===== src/rtl/tse_pkg.sv =====
// Shared types, phase codes and field helpers for the time set editor.
`default_nettype none

package tse_pkg;

    // Edit phase codes
    localparam logic [2:0] PH_IDLE   = 3'd0;
    localparam logic [2:0] PH_FETCH  = 3'd1;
    localparam logic [2:0] PH_HOUR   = 3'd2;
    localparam logic [2:0] PH_MINUTE = 3'd3;
    localparam logic [2:0] PH_SECOND = 3'd4;
    localparam logic [2:0] PH_WRITE  = 3'd5;

    // Blanked field codes
    localparam logic [1:0] BLANK_NONE   = 2'd0;
    localparam logic [1:0] BLANK_HOUR   = 2'd1;
    localparam logic [1:0] BLANK_MINUTE = 2'd2;
    localparam logic [1:0] BLANK_SECOND = 2'd3;

    // Top value of each field (modulus minus one)
    localparam logic [5:0] HOUR_TOP = 6'd23;
    localparam logic [5:0] MIN_TOP  = 6'd59;

    // Auto-repeat starts above this hold count
    localparam logic [7:0] REPEAT_START = 8'd20;

    // Decoded key state for one tick
    typedef struct packed {
        logic up;
        logic down;
        logic mpress;
        logic quiet;
    } key_t;

    // One result item
    typedef struct packed {
        logic [2:0] phase;
        logic [4:0] shown_hour;
        logic [5:0] shown_minute;
        logic [5:0] shown_second;
        logic [1:0] blank_field;
        logic       rtc_write;
        logic [4:0] stored_hour;
        logic [5:0] stored_minute;
        logic [5:0] stored_second;
    } result_t;

    // True when n is a multiple of 5; 16 = 1 mod 5, so fold nibbles twice
    function automatic logic div5(input logic [7:0] n);
        logic [4:0] s;
        logic [4:0] t;
        begin
            s = {1'b0, n[7:4]} + {1'b0, n[3:0]};
            t = {4'd0, s[4]} + {1'b0, s[3:0]};
            div5 = (t == 5'd0) || (t == 5'd5) || (t == 5'd10) || (t == 5'd15);
        end
    endfunction

    // Press on the first tick of a hold, then auto-repeat every fifth tick
    function automatic logic step_pressed(input logic [7:0] n);
        begin
            step_pressed = (n == 8'd1) || ((n > REPEAT_START) && div5(n));
        end
    endfunction

    // Increase, then decrease, with wrap over 0..top in both directions
    function automatic logic [5:0] bump_field(input logic [5:0] v, input logic [5:0] top,
                                              input logic up, input logic down);
        logic [5:0] w;
        begin
            w = v;
            if (up)
            begin
                w = (w >= top) ? (w - top) : (w + 6'd1);
            end
            if (down)
            begin
                w = ((w == 6'd0) || (w > (top + 6'd1))) ? top : (w - 6'd1);
            end
            bump_field = w;
        end
    endfunction

endpackage

`default_nettype wire


===== src/rtl/tse_key_decode.sv =====
// Key hold count decoder: press, auto-repeat and quiet detection.
`default_nettype none

module tse_key_decode (
    input  wire logic [7:0]    inc_hold,
    input  wire logic [7:0]    dec_hold,
    input  wire logic [7:0]    mode_hold,
    output tse_pkg::key_t      keys
);

    // Step keys repeat, mode key only on first tick
    always_comb
    begin
        keys.up     = tse_pkg::step_pressed(inc_hold);
        keys.down   = tse_pkg::step_pressed(dec_hold);
        keys.mpress = (mode_hold == 8'd1);
        keys.quiet  = (inc_hold == 8'd0) && (dec_hold == 8'd0);
    end

endmodule

`default_nettype wire


===== src/rtl/tse_edit_core.sv =====
// Edit state machine, working and late time registers, blink counter.
`default_nettype none

module tse_edit_core #(
    parameter int BLINK_PERIOD = 20
) (
    input  wire logic             clk,
    input  wire logic             rst_n,
    input  wire logic             advance,
    input  wire logic             edit_target,
    input  wire tse_pkg::key_t    keys,
    input  wire logic [4:0]       rtc_hour,
    input  wire logic [5:0]       rtc_minute,
    input  wire logic [5:0]       rtc_second,
    output tse_pkg::result_t      res
);

    localparam int BW = (BLINK_PERIOD > 2) ? $clog2(BLINK_PERIOD) : 1;
    localparam logic [BW-1:0] BLINK_LAST = BW'(BLINK_PERIOD - 1);
    localparam logic [BW-1:0] BLINK_HALF = BW'(BLINK_PERIOD / 2);

    logic [2:0]    phase_reg, phase_next;
    logic [BW-1:0] blink_reg, blink_next;
    logic [4:0]    work_hour_reg, work_hour_next;
    logic [5:0]    work_minute_reg, work_minute_next;
    logic [5:0]    work_second_reg, work_second_next;
    logic [4:0]    stored_hour_reg, stored_hour_next;
    logic [5:0]    stored_minute_reg, stored_minute_next;
    logic [5:0]    stored_second_reg, stored_second_next;

    logic [4:0] cur_hour;
    logic [5:0] cur_minute;
    logic [5:0] cur_second;
    logic [4:0] bumped_hour;
    logic [5:0] bumped_minute;
    logic [5:0] bumped_second;
    logic       blank_now;

    // Field being edited comes from the late or the working set
    assign cur_hour   = edit_target ? stored_hour_reg   : work_hour_reg;
    assign cur_minute = edit_target ? stored_minute_reg : work_minute_reg;
    assign cur_second = edit_target ? stored_second_reg : work_second_reg;

    assign bumped_hour   = 5'(tse_pkg::bump_field({1'b0, cur_hour}, tse_pkg::HOUR_TOP,
                                                  keys.up, keys.down));
    assign bumped_minute = tse_pkg::bump_field(cur_minute, tse_pkg::MIN_TOP,
                                               keys.up, keys.down);
    assign bumped_second = tse_pkg::bump_field(cur_second, tse_pkg::MIN_TOP,
                                               keys.up, keys.down);

    assign blank_now = keys.quiet && (blink_reg < BLINK_HALF);

    // Blink counter runs every tick
    assign blink_next = (blink_reg == BLINK_LAST) ? '0 : (blink_reg + 1'b1);

    // Next state and result of this tick
    always_comb
    begin
        phase_next         = tse_pkg::PH_IDLE;
        work_hour_next     = work_hour_reg;
        work_minute_next   = work_minute_reg;
        work_second_next   = work_second_reg;
        stored_hour_next   = stored_hour_reg;
        stored_minute_next = stored_minute_reg;
        stored_second_next = stored_second_reg;

        res.phase        = phase_reg;
        res.shown_hour   = cur_hour;
        res.shown_minute = cur_minute;
        res.shown_second = cur_second;
        res.blank_field  = tse_pkg::BLANK_NONE;
        res.rtc_write    = 1'b0;

        unique case (phase_reg)
            tse_pkg::PH_IDLE:
            begin
                if (!edit_target)
                begin
                    res.shown_hour   = rtc_hour;
                    res.shown_minute = rtc_minute;
                    res.shown_second = rtc_second;
                end
                if (keys.mpress)
                begin
                    phase_next = edit_target ? tse_pkg::PH_HOUR : tse_pkg::PH_FETCH;
                end
            end
            tse_pkg::PH_FETCH:
            begin
                if (!edit_target)
                begin
                    work_hour_next   = rtc_hour;
                    work_minute_next = rtc_minute;
                    work_second_next = rtc_second;
                    res.shown_hour   = rtc_hour;
                    res.shown_minute = rtc_minute;
                    res.shown_second = rtc_second;
                    phase_next       = tse_pkg::PH_HOUR;
                end
            end
            tse_pkg::PH_HOUR:
            begin
                if (blank_now)
                begin
                    res.blank_field = tse_pkg::BLANK_HOUR;
                end
                if (edit_target)
                begin
                    stored_hour_next = bumped_hour;
                end
                else
                begin
                    work_hour_next = bumped_hour;
                end
                phase_next = keys.mpress ? tse_pkg::PH_MINUTE : tse_pkg::PH_HOUR;
            end
            tse_pkg::PH_MINUTE:
            begin
                if (blank_now)
                begin
                    res.blank_field = tse_pkg::BLANK_MINUTE;
                end
                if (edit_target)
                begin
                    stored_minute_next = bumped_minute;
                end
                else
                begin
                    work_minute_next = bumped_minute;
                end
                phase_next = keys.mpress ? tse_pkg::PH_SECOND : tse_pkg::PH_MINUTE;
            end
            tse_pkg::PH_SECOND:
            begin
                if (blank_now)
                begin
                    res.blank_field = tse_pkg::BLANK_SECOND;
                end
                if (edit_target)
                begin
                    stored_second_next = bumped_second;
                end
                else
                begin
                    work_second_next = bumped_second;
                end
                if (keys.mpress)
                begin
                    phase_next = edit_target ? tse_pkg::PH_IDLE : tse_pkg::PH_WRITE;
                end
                else
                begin
                    phase_next = tse_pkg::PH_SECOND;
                end
            end
            tse_pkg::PH_WRITE:
            begin
                res.rtc_write = !edit_target;
            end
            default:
            begin
                // unused codes fall back to idle
                phase_next = tse_pkg::PH_IDLE;
            end
        endcase

        res.stored_hour   = stored_hour_next;
        res.stored_minute = stored_minute_next;
        res.stored_second = stored_second_next;
    end

    // State moves only when the item passes to the result register
    always_ff @(posedge clk or negedge rst_n)
    begin
        if (!rst_n)
        begin
            phase_reg         <= tse_pkg::PH_IDLE;
            blink_reg         <= '0;
            work_hour_reg     <= '0;
            work_minute_reg   <= '0;
            work_second_reg   <= '0;
            stored_hour_reg   <= '0;
            stored_minute_reg <= '0;
            stored_second_reg <= '0;
        end
        else if (advance)
        begin
            phase_reg         <= phase_next;
            blink_reg         <= blink_next;
            work_hour_reg     <= work_hour_next;
            work_minute_reg   <= work_minute_next;
            work_second_reg   <= work_second_next;
            stored_hour_reg   <= stored_hour_next;
            stored_minute_reg <= stored_minute_next;
            stored_second_reg <= stored_second_next;
        end
    end

endmodule

`default_nettype wire


===== src/rtl/time_set_editor.sv =====
// Top level of the time set editor: input register, edit core, result register.
//
//   channel  | handshake                 | payload
//   ---------+---------------------------+---------------------------------------------
//   input    | in_valid / in_ready       | inc_hold dec_hold mode_hold rtc_hour/min/sec
//   result   | out_valid / out_ready     | phase shown_* blank_field rtc_write late_*
//   config   | cfg_we (no wait)          | cfg_wdata -> edit_target
//
// One item per clock cycle sustained while out_ready stays high; items pass the
// input register, then the result register; edit state updates as an item enters it.
// Reset clears the phase, blink counter, working and late time, and edit_target.
// When the result register is held by out_ready low, the input register keeps
// its item and in_ready stays high only while that register is empty.
`default_nettype none

module time_set_editor #(
    parameter int BLINK_PERIOD = 20
) (
    input  wire logic        clk,
    input  wire logic        rst_n,

    input  wire logic        in_valid,
    output logic             in_ready,
    input  wire logic [7:0]  inc_hold,
    input  wire logic [7:0]  dec_hold,
    input  wire logic [7:0]  mode_hold,
    input  wire logic [4:0]  rtc_hour,
    input  wire logic [5:0]  rtc_minute,
    input  wire logic [5:0]  rtc_second,

    output logic             out_valid,
    input  wire logic        out_ready,
    output logic [2:0]       phase,
    output logic [4:0]       shown_hour,
    output logic [5:0]       shown_minute,
    output logic [5:0]       shown_second,
    output logic [1:0]       blank_field,
    output logic             rtc_write,
    output logic [4:0]       late_hour_out,
    output logic [5:0]       late_minute_out,
    output logic [5:0]       late_second_out,

    input  wire logic        cfg_we,
    input  wire logic        cfg_wdata
);

    logic             edit_target_reg;
    logic             in_valid_reg, in_valid_next;
    logic [7:0]       inc_reg, dec_reg, mode_reg;
    logic [4:0]       rtc_hour_reg;
    logic [5:0]       rtc_minute_reg, rtc_second_reg;
    logic             out_valid_reg, out_valid_next;
    tse_pkg::result_t res_reg;
    tse_pkg::result_t res_comb;
    tse_pkg::key_t    keys;
    logic             advance;
    logic             load_in;

    // Handshake control
    assign advance        = in_valid_reg && (!out_valid_reg || out_ready);
    assign in_ready       = !in_valid_reg || advance;
    assign load_in        = in_valid && in_ready;
    assign in_valid_next  = load_in || (in_valid_reg && !advance);
    assign out_valid_next = advance || (out_valid_reg && !out_ready);

    // Configuration register
    always_ff @(posedge clk or negedge rst_n)
    begin
        if (!rst_n)
        begin
            edit_target_reg <= 1'b0;
        end
        else if (cfg_we)
        begin
            edit_target_reg <= cfg_wdata;
        end
    end

    // Valid flags
    always_ff @(posedge clk or negedge rst_n)
    begin
        if (!rst_n)
        begin
            in_valid_reg  <= 1'b0;
            out_valid_reg <= 1'b0;
        end
        else
        begin
            in_valid_reg  <= in_valid_next;
            out_valid_reg <= out_valid_next;
        end
    end

    // Input item register
    always_ff @(posedge clk)
    begin
        if (load_in)
        begin
            inc_reg        <= inc_hold;
            dec_reg        <= dec_hold;
            mode_reg       <= mode_hold;
            rtc_hour_reg   <= rtc_hour;
            rtc_minute_reg <= rtc_minute;
            rtc_second_reg <= rtc_second;
        end
    end

    tse_key_decode u_keys (
        .inc_hold  (inc_reg),
        .dec_hold  (dec_reg),
        .mode_hold (mode_reg),
        .keys      (keys)
    );

    tse_edit_core #(
        .BLINK_PERIOD (BLINK_PERIOD)
    ) u_core (
        .clk         (clk),
        .rst_n       (rst_n),
        .advance     (advance),
        .edit_target (edit_target_reg),
        .keys        (keys),
        .rtc_hour    (rtc_hour_reg),
        .rtc_minute  (rtc_minute_reg),
        .rtc_second  (rtc_second_reg),
        .res         (res_comb)
    );

    // Result item register
    always_ff @(posedge clk)
    begin
        if (advance)
        begin
            res_reg <= res_comb;
        end
    end

    assign out_valid       = out_valid_reg;
    assign phase           = res_reg.phase;
    assign shown_hour      = res_reg.shown_hour;
    assign shown_minute    = res_reg.shown_minute;
    assign shown_second    = res_reg.shown_second;
    assign blank_field     = res_reg.blank_field;
    assign rtc_write       = res_reg.rtc_write;
    assign late_hour_out   = res_reg.stored_hour;
    assign late_minute_out = res_reg.stored_minute;
    assign late_second_out = res_reg.stored_second;

endmodule

`default_nettype wire


===== config.mk =====
export PLATFORM = sky130hd
export DESIGN_NAME = time_set_editor
export DESIGN_NICKNAME = d
export VERILOG_FILES = /design/src/rtl/tse_pkg.sv /design/src/rtl/tse_key_decode.sv /design/src/rtl/tse_edit_core.sv /design/src/rtl/time_set_editor.sv
export SDC_FILE = /design/constraint.sdc
export NUM_CORES = 1
export LEC_CHECK = 0
export BUFFER_PORTS_ARGS = -buffer_cell sky130_fd_sc_hd__buf_2
export CAP_MARGIN = 20
export CORE_UTILIZATION = 40
export DETAILED_ROUTE_END_ITERATION = 10
export HOLD_SLACK_MARGIN = 0.1
export PLACE_DENSITY = 0.56
export SLEW_MARGIN = 30
export SYNTH_ARGS = -nofsm -noshare
export SYNTH_HDL_FRONTEND = slang
export SYNTH_SLANG_ARGS = --single-unit

===== constraint.sdc =====
create_clock -name clk -period 12 [get_ports clk]
set_clock_uncertainty 0.1 [all_clocks]
set_input_delay 3 -clock clk [delete_from_list [all_inputs] [get_ports clk]]
set_output_delay 3 -clock clk [all_outputs]
set_load 0.005 [all_outputs]

==> results of run 1 <==
-- cell usage after synthesis, types with 3 or more instances --
cell and instances:
o21ai_0 64, buf_2 3, a21o_1 17, mux2_2 21, nand2_1 82, o31ai_1 5, dfrtp_1 45, edfxtp_1 81
a21oi_1 22, and2_1 13, a211oi_1 5, nor4b_1 3, a22o_1 3, ha_1 21, a31oi_1 13, nor2_1 28
clkbuf_1 15, or3_1 10, mux2i_1 29, nand3_1 13, nor3_1 12, o21a_1 6, nand4_1 6, a311o_1 3
xor2_1 7, nand3b_1 3, and3_1 8, nand2b_1 8, nor2b_1 7, inv_1 15, nor4_1 7, xnor2_1 17
-- critical path, cell delays in order --
cell	delay, ns
buf_2	0.10
nand3b_1	0.18
buf_2	0.15
-- cell type report --
type / instances / share of cell area, %
clock buffer: 22 / 5.42
clock inverter: 9 / 2.34
inverter: 15 / 0.687
multi-input combinational: 475 / 38.9
sequential: 126 / 43.4
tap: 220 / 3.36
timing repair buffer: 94 / 5.92
-- kinds of logic (layout without fill, tap and decap cells) --
logic type | after synthesis | in the layout | synth area share (%)
buffers and inverters | 37 | 140 | 2.24
AND/OR/NAND/NOR | 206 | 206 | 14.7
AO/OA/AOI/OAI | 170 | 170 | 15.9
multiplexers | 51 | 51 | 7.87
flip-flops | 126 | 126 | 51.7
adder cells (fa/ha/maj) | 24 | 24 | 4.54
XOR/XNOR | 24 | 24 | 3.05
-- report_power, final --
part / leakage [nW] / internal [W] / total [W] / switching [W]
logic: 1.67 / 0.000223 / 0.000544 / 0.000321
clock network: 0.305 / 0.000386 / 0.000565 / 0.000179
registers: 1.34 / 0.000556 / 0.000614 / 0.0000588
-- routing by layer --
layer  GRT usage (%)  vias to the layer above  part of all wire [%]
met5               0                        -                     0
met4            8.33                        0                   1.9
met3            4.53                       21                   4.5
met2            30.3                      161                    47
met1            24.1                     2541                    46
li1                -                     2580                     -
-- final timing paths --
check                                        from                               endpoint  slack [ns]  depth (start not counted)
max reg2reg                  inc_reg[0]$_DFFE_PP_           late_minute_out[2]$_DFFE_PP_        6.41                         17
max                                     out_ready                               in_ready        5.47                          3
min in group asynchronous                   rst_n  u_core.work_second_reg[2]$_DFFE_PN0P_        2.60                          2
min                        in_valid_reg$_DFF_PN0_                    out_valid$_DFF_PN0_        0.40                          1
min reg2reg                in_valid_reg$_DFF_PN0_                    out_valid$_DFF_PN0_        0.40                          1
max in group asynchronous                   rst_n            edit_target_reg$_DFFE_PN0P_        8.74                          2
-- stage by stage --
stage / cells / instance area, um^2 / util (%)
floorplan: 638 / 6880 / -
global placement: 930 / 7560 / 45.3
detailed placement: 930 / 7560 / 45.3
CTS: 961 / 8200 / 49.1
global route: 961 / 8200 / 49.1
finish: 961 / 8200 / 49.1
==> metrics.md, run 1 <==
| Metric | Value |
|---|---|
| Post-CTS sizing | 0 |
| Syn Nets | 708 |
| Clk Latency, worst-skew pair | 0.42 ns |
| Synthesized cell area | 6880 um^2 |
| Hold Vio Cnt, Final | 0 |
| CP max FO | 3 |
| Pleak | 3.32 nW |
| Worst min path class | register to register |
| Placement Setup Slack | 5.47 ns |
| Hold Buf Count CTS | 0 |
| Fillers | 1539 |
| Area of the multi-input gates | 3190 um^2 |
| Fin. max-slew vios | 0 |
| WHS | 0.396 ns |
| GRT Total Usage | 18.8% |
| Mapped Cells | 638 |
| Commonest non-fill, non-tap cell in the layout | buf_2 |
| # Post-CTS Setup Buffers | 0 |
| Antenna-violating nets left | 0 |
| Setup_tns | 0 ns |
| RSZ-0062 raised after global routing | no |
| Routed WL | 16000 um |
| # IOs | 89 |
| Detailed Place HPWL | 11100 um |
| Clock transition at path regs | 0.05 ns |
| Antenna cells | 0 |
| Nets@finish | 799 |
| FFs w/ async S/R, synth | 35.7% |
| Post-synth EDFFs | 81 |
| Most used flip-flop cell after synthesis | edfxtp_1 |
| Die height | 133 um |
| Mean post-synth cell area | 10.8 um^2 |
| CTS root buf | clkbuf_16 |
| Layout cell share with drive strength beyond 1 | 20.2% |
| Max Cap Violations | 0 |
| Largest net degree at the start of global routing | 72 |
| Tot Pwr | 0.00172 W |
| Fin crit share | 54.4% |
| Register area share after synthesis | 51.7% |
| Grt total ovfl | 0 |
| GPL Wtd Cong | 0.848 |
| Yosys top cell area share | 35.3% |
| Die area | 17700 um^2 |
| TritonCTS clock tree | yes |
| Via density | 5.52 |
| WS Path Type | input port to primary output |
| Fmax | 0.153 GHz |
| Synth unique cells | 65 |
| Initial antenna violation count | 0 |
| TritonCTS buffer count | 17 |
| Yosys warns | 0 |
| Final Setup Violations | 0 |
| Cell accounting for the most synthesized area | edfxtp_1 |
| # rows | 47 |
| I/O Buffers | 88 |
| Tmin final | 6.53 ns |
| Max Buffers Root-to-Sink | 2 |
| Reg area | 3560 um^2 |
| # DRC | 0 |
| Ranking of synthesized cells by area | edfxtp_1 (35%), dfrtp_1 (16%), o21ai_0 (4.7%), nand2_1 (4.5%), mux2i_1 (4.2%) |
| Critical Path Sink Type | primary output |
| Number of global-route vias before repair | 5206 |
| Slew margin rel. | 40.2% |
| Outcome | completed |
| CTS H-tree depth | 4 |
| Drt wl/cell | 16.7 um |
| Most frequent cells in the layout | buf_2 (88), nand2_1 (82), edfxtp_1 (81) |
| Fin worst setup slack | 5.47 ns |
| Initial Util | 41.2% |
| Number of synthesized register bits | 126 |
| Worst slew pin tran | 0.886 ns |
| First-pass GRT wire length | 26000 um |
| Drt initial violations | 428 |
| Die span in x | 133 um |
| VDD IR-drop max | 96.9 uV |
| CP required | 8.90 ns |
| Startpoint types | input port |
| DR vias | 5303 |
| Core ar. | 16700 um^2 |
| Initial DRT Pass Iterations | 7 |
| Worst Path Arrival | 3.43 ns |
| PwrDens | 210 nW/um^2 |
| Clock Sinks | 126 |
| Area grow syn2layout | 19.1% |
Power figures use the tool's default switching activity.
==> run 2: changes to the inputs <==
--- a/config.mk
+++ b/config.mk
@@ -5,6 +5,7 @@
 export SDC_FILE = /design/constraint.sdc
 export NUM_CORES = 1
 export LEC_CHECK = 0
+export ABC_AREA = 1
 export BUFFER_PORTS_ARGS = -buffer_cell sky130_fd_sc_hd__buf_2
 export CAP_MARGIN = 20
 export CORE_UTILIZATION = 40
==> constraint.sdc (replaced) <==
create_clock -name clk -period 6.8 [get_ports clk]
set_clock_uncertainty 0.1 [all_clocks]
set_input_delay 1.7 -clock clk [delete_from_list [all_inputs] [get_ports clk]]
set_output_delay 1.7 -clock clk [all_outputs]
set_load 0.005 [all_outputs]
==> metrics.md, run 2 <==
| Metric | Value |
|---|---|
| Fin. max-slew vios | 0 |
| Fillers | 1707 |
| Busiest metal layer after global routing | met2 |
| Cell accounting for the most synthesized area | edfxtp_1 |
| Synth unique cells | 44 |
| P_sw | 0.00111 W |
| Worst min path class | register to register |
| Post-CTS sizing | 0 |
| Die span in x | 136 um |
| PwrDens | 356 nW/um^2 |
| Setup_tns | 0 ns |
| # Post-CTS Setup Buffers | 0 |
| Die height | 136 um |
| Drt initial violations | 472 |
| VDD IR-drop max | 204 uV |
| Startpoint types | register |
| FFs w/ async S/R, synth | 35.7% |
| Pleak | 3.93 nW |
| Synthesized cell area | 7190 um^2 |
| Mean post-synth cell area | 8.56 um^2 |
| Max Buffers Root-to-Sink | 2 |
| TritonCTS clock tree | yes |
| Yosys top cell area share | 33.8% |
| Initial antenna violation count | 0 |
| Area of the multi-input gates | 3150 um^2 |
| # IOs | 89 |
| First-pass GRT wire length | 27800 um |
| Max Cap Violations | 0 |
| Fmax | 0.233 GHz |
| CTS H-tree depth | 4 |
| Reg area | 3560 um^2 |
| Worst slew pin tran | 0.797 ns |
| # DRC | 0 |
| Hold Buf Count CTS | 0 |
| Gate power share | 36.2% |
| Clock Sinks | 126 |
| Antenna cells | 0 |
| Clock share of power | 27.4% |
| CP max FO | 13 |
| Flop pwr share | 36.4% |
| Commonest cells in the netlist | nand2_1 (243), inv_1 (86), edfxtp_1 (81) |
| Grt total ovfl | 0 |
| Syn Nets | 909 |
| Initial DRT Pass Iterations | 5 |
| RSZ-0062 raised after global routing | no |
| Post-synth EDFFs | 81 |
| Final Setup Violations | 0 |
| I/O Buffers | 88 |
| Detailed Place HPWL | 12300 um |
| Ranking of synthesized cells by area | edfxtp_1 (34%), dfrtp_1 (16%), nand2_1 (13%), inv_1 (4.5%), nand3_1 (4.0%) |
| M3 GR Usage | 4.77% |
| Met2 Use GR | 31.3% |
| Most used flip-flop cell after synthesis | edfxtp_1 |
| Antenna-violating nets left | 0 |
| P_int | 0.00186 W |
| Top-count cell post-synth | nand2_1 |
| Layout cell share with drive strength beyond 1 | 19.9% |
| Hold Vio Cnt, Final | 0 |
| Most frequent cells in the layout | nand2_1 (243), buf_2 (88), inv_1 (85) |
| DR vias | 5857 |
| Nets@finish | 1000 |
| Routed WL | 17200 um |
| GRT Total Usage | 20.0% |
| Tmin final | 4.28 ns |
| Die area | 18500 um^2 |
| Fin crit share | 63.0% |
| Outcome | completed |
| Number of global-route vias before repair | 5533 |
| Mapped Cells | 839 |
| Number of synthesized register bits | 126 |
| Largest net degree at the start of global routing | 46 |
| WS Path Type | register to register |
| Design Area, Final | 8340 um^2 |
| TritonCTS buffer count | 17 |
| CP required | 6.87 ns |
| Yosys warns | 0 |
| GPL Wtd Cong | 0.869 |
| Sw frac | 37.4% |
| Core ar. | 17400 um^2 |
| Via density | 5.02 |
| Area grow syn2layout | 16.0% |
| Worst Path Arrival | 4.36 ns |
| Drt wl/cell | 14.8 um |
| # rows | 48 |
| Slew margin rel. | 46.5% |
| Register area share after synthesis | 49.5% |
| M1 GR Usage | 26.9% |
| Area after DPL | 7820 um^2 |
| CTS root buf | clkbuf_16 |
| Commonest non-fill, non-tap cell in the layout | nand2_1 |
| Clk Latency, worst-skew pair | 0.42 ns |
| Critical Path Sink Type | register |
| Initial Util | 41.3% |
| Clock transition at path regs | 0.06 ns |
## run 2: cell count changes in the layout (fill, tap and decap cells not counted), sizes merged, moves of 22 or more
cell | before | now
nor2 | 28 | 64
inv | 15 | 90
mux2 | 22 | 0
nand2 | 82 | 276
nand3 | 13 | 68
mux2i | 29 | 0
## run 2: cells by family after synthesis
kind of cell	count (synthesis)	share of synthesized area, %
xor+xnor	12	1.46
simple gates	437	28.1
flops	126	49.5
fa+ha+maj	23	4.21
buf+inv	114	6.70
compound gates	127	9.99
## run 2: layer usage
layer / routed length [um] / vias to the layer above
met5: 0 / -
met3: 835 / 17
met4: 244 / 0
li1: - / 2969
met2: 7960 / 151
met1: 8200 / 2720
## run 2: layout make-up
cell class | instances | area share, %
inverters | 92 | 4.14
flip-flops and latches | 126 | 42.7
clock buffers | 22 | 5.33
repair buffers | 94 | 5.82
multi-input cells | 599 | 37.8
well taps | 225 | 3.38
clock inverters | 9 | 0.856
## run 2: final timing paths
path | depth (start not counted) | endpoint | startpoint | slack [ns]
max | 20 | late_second_out[4]$_DFFE_PP_ | dec_reg[4]$_DFFE_PP_ | 2.52
min | 2 | u_core.work_hour_reg[1]$_DFFE_PN0P_ | u_core.work_hour_reg[1]$_DFFE_PN0P_ | 0.38
max reg2reg | 20 | late_second_out[4]$_DFFE_PP_ | dec_reg[4]$_DFFE_PP_ | 2.52
min reg2reg | 2 | u_core.work_hour_reg[1]$_DFFE_PN0P_ | u_core.work_hour_reg[1]$_DFFE_PN0P_ | 0.38
max in group asynchronous | 2 | u_core.blink_reg[2]$_DFFE_PN0P_ | rst_n | 4.86
min in group asynchronous | 2 | u_core.stored_second_reg[5]$_DFFE_PN0P_ | rst_n | 1.30
## run 2: metrics by stage
step / setup slack, ns / util, % / std cells / hold slack (ns) / power (W)
6_report: 2.52 / 47.9 / 1167 / 0.378 / 0.00297
3_3_place_gp: 2.62 / 44.9 / 1136 / 0.366 / 0.00217
4_1_cts: 2.55 / 47.9 / 1167 / 0.381 / 0.00299
5_1_grt: 2.09 / 47.9 / 1167 / 0.397 / 0.00319
2_1_floorplan: 3.10 / - / 839 / 0.349 / 0.00190
3_5_place_dp: 2.56 / 44.9 / 1136 / 0.365 / 0.00217
## run 2: worst max-delay path, stage by stage (launching register included)
cell and delay, ns:
edfxtp_1 0.42, ha_1 0.23, fa_1 0.43, a21oi_1 0.18, o21bai_1 0.09, ha_1 0.24
ha_1 0.29, o21bai_1 0.14, nand3_1 0.10, nand3_1 0.08, nand3_1 0.06, nand2_1 0.46
clkinv_1 0.49, nor2_1 0.31, nand2_1 0.08, nand2_1 0.06, nand2_1 0.04, inv_1 0.04
nand2_1 0.05, nand2_1 0.09, nand2_1 0.06
## run 2: power by group through the flow
stage | Combinational (W) | Sequential [W] | Clock, W
after CTS | 0.00108 | 0.00108 | 0.000828
after floorplan | 0.000817 | 0.00108 | 0
after global placement | 0.00107 | 0.00110 | 0
after detailed placement | 0.00107 | 0.00109 | 0
after global routing | 0.00124 | 0.00110 | 0.000858
final | 0.00107 | 0.00108 | 0.000814
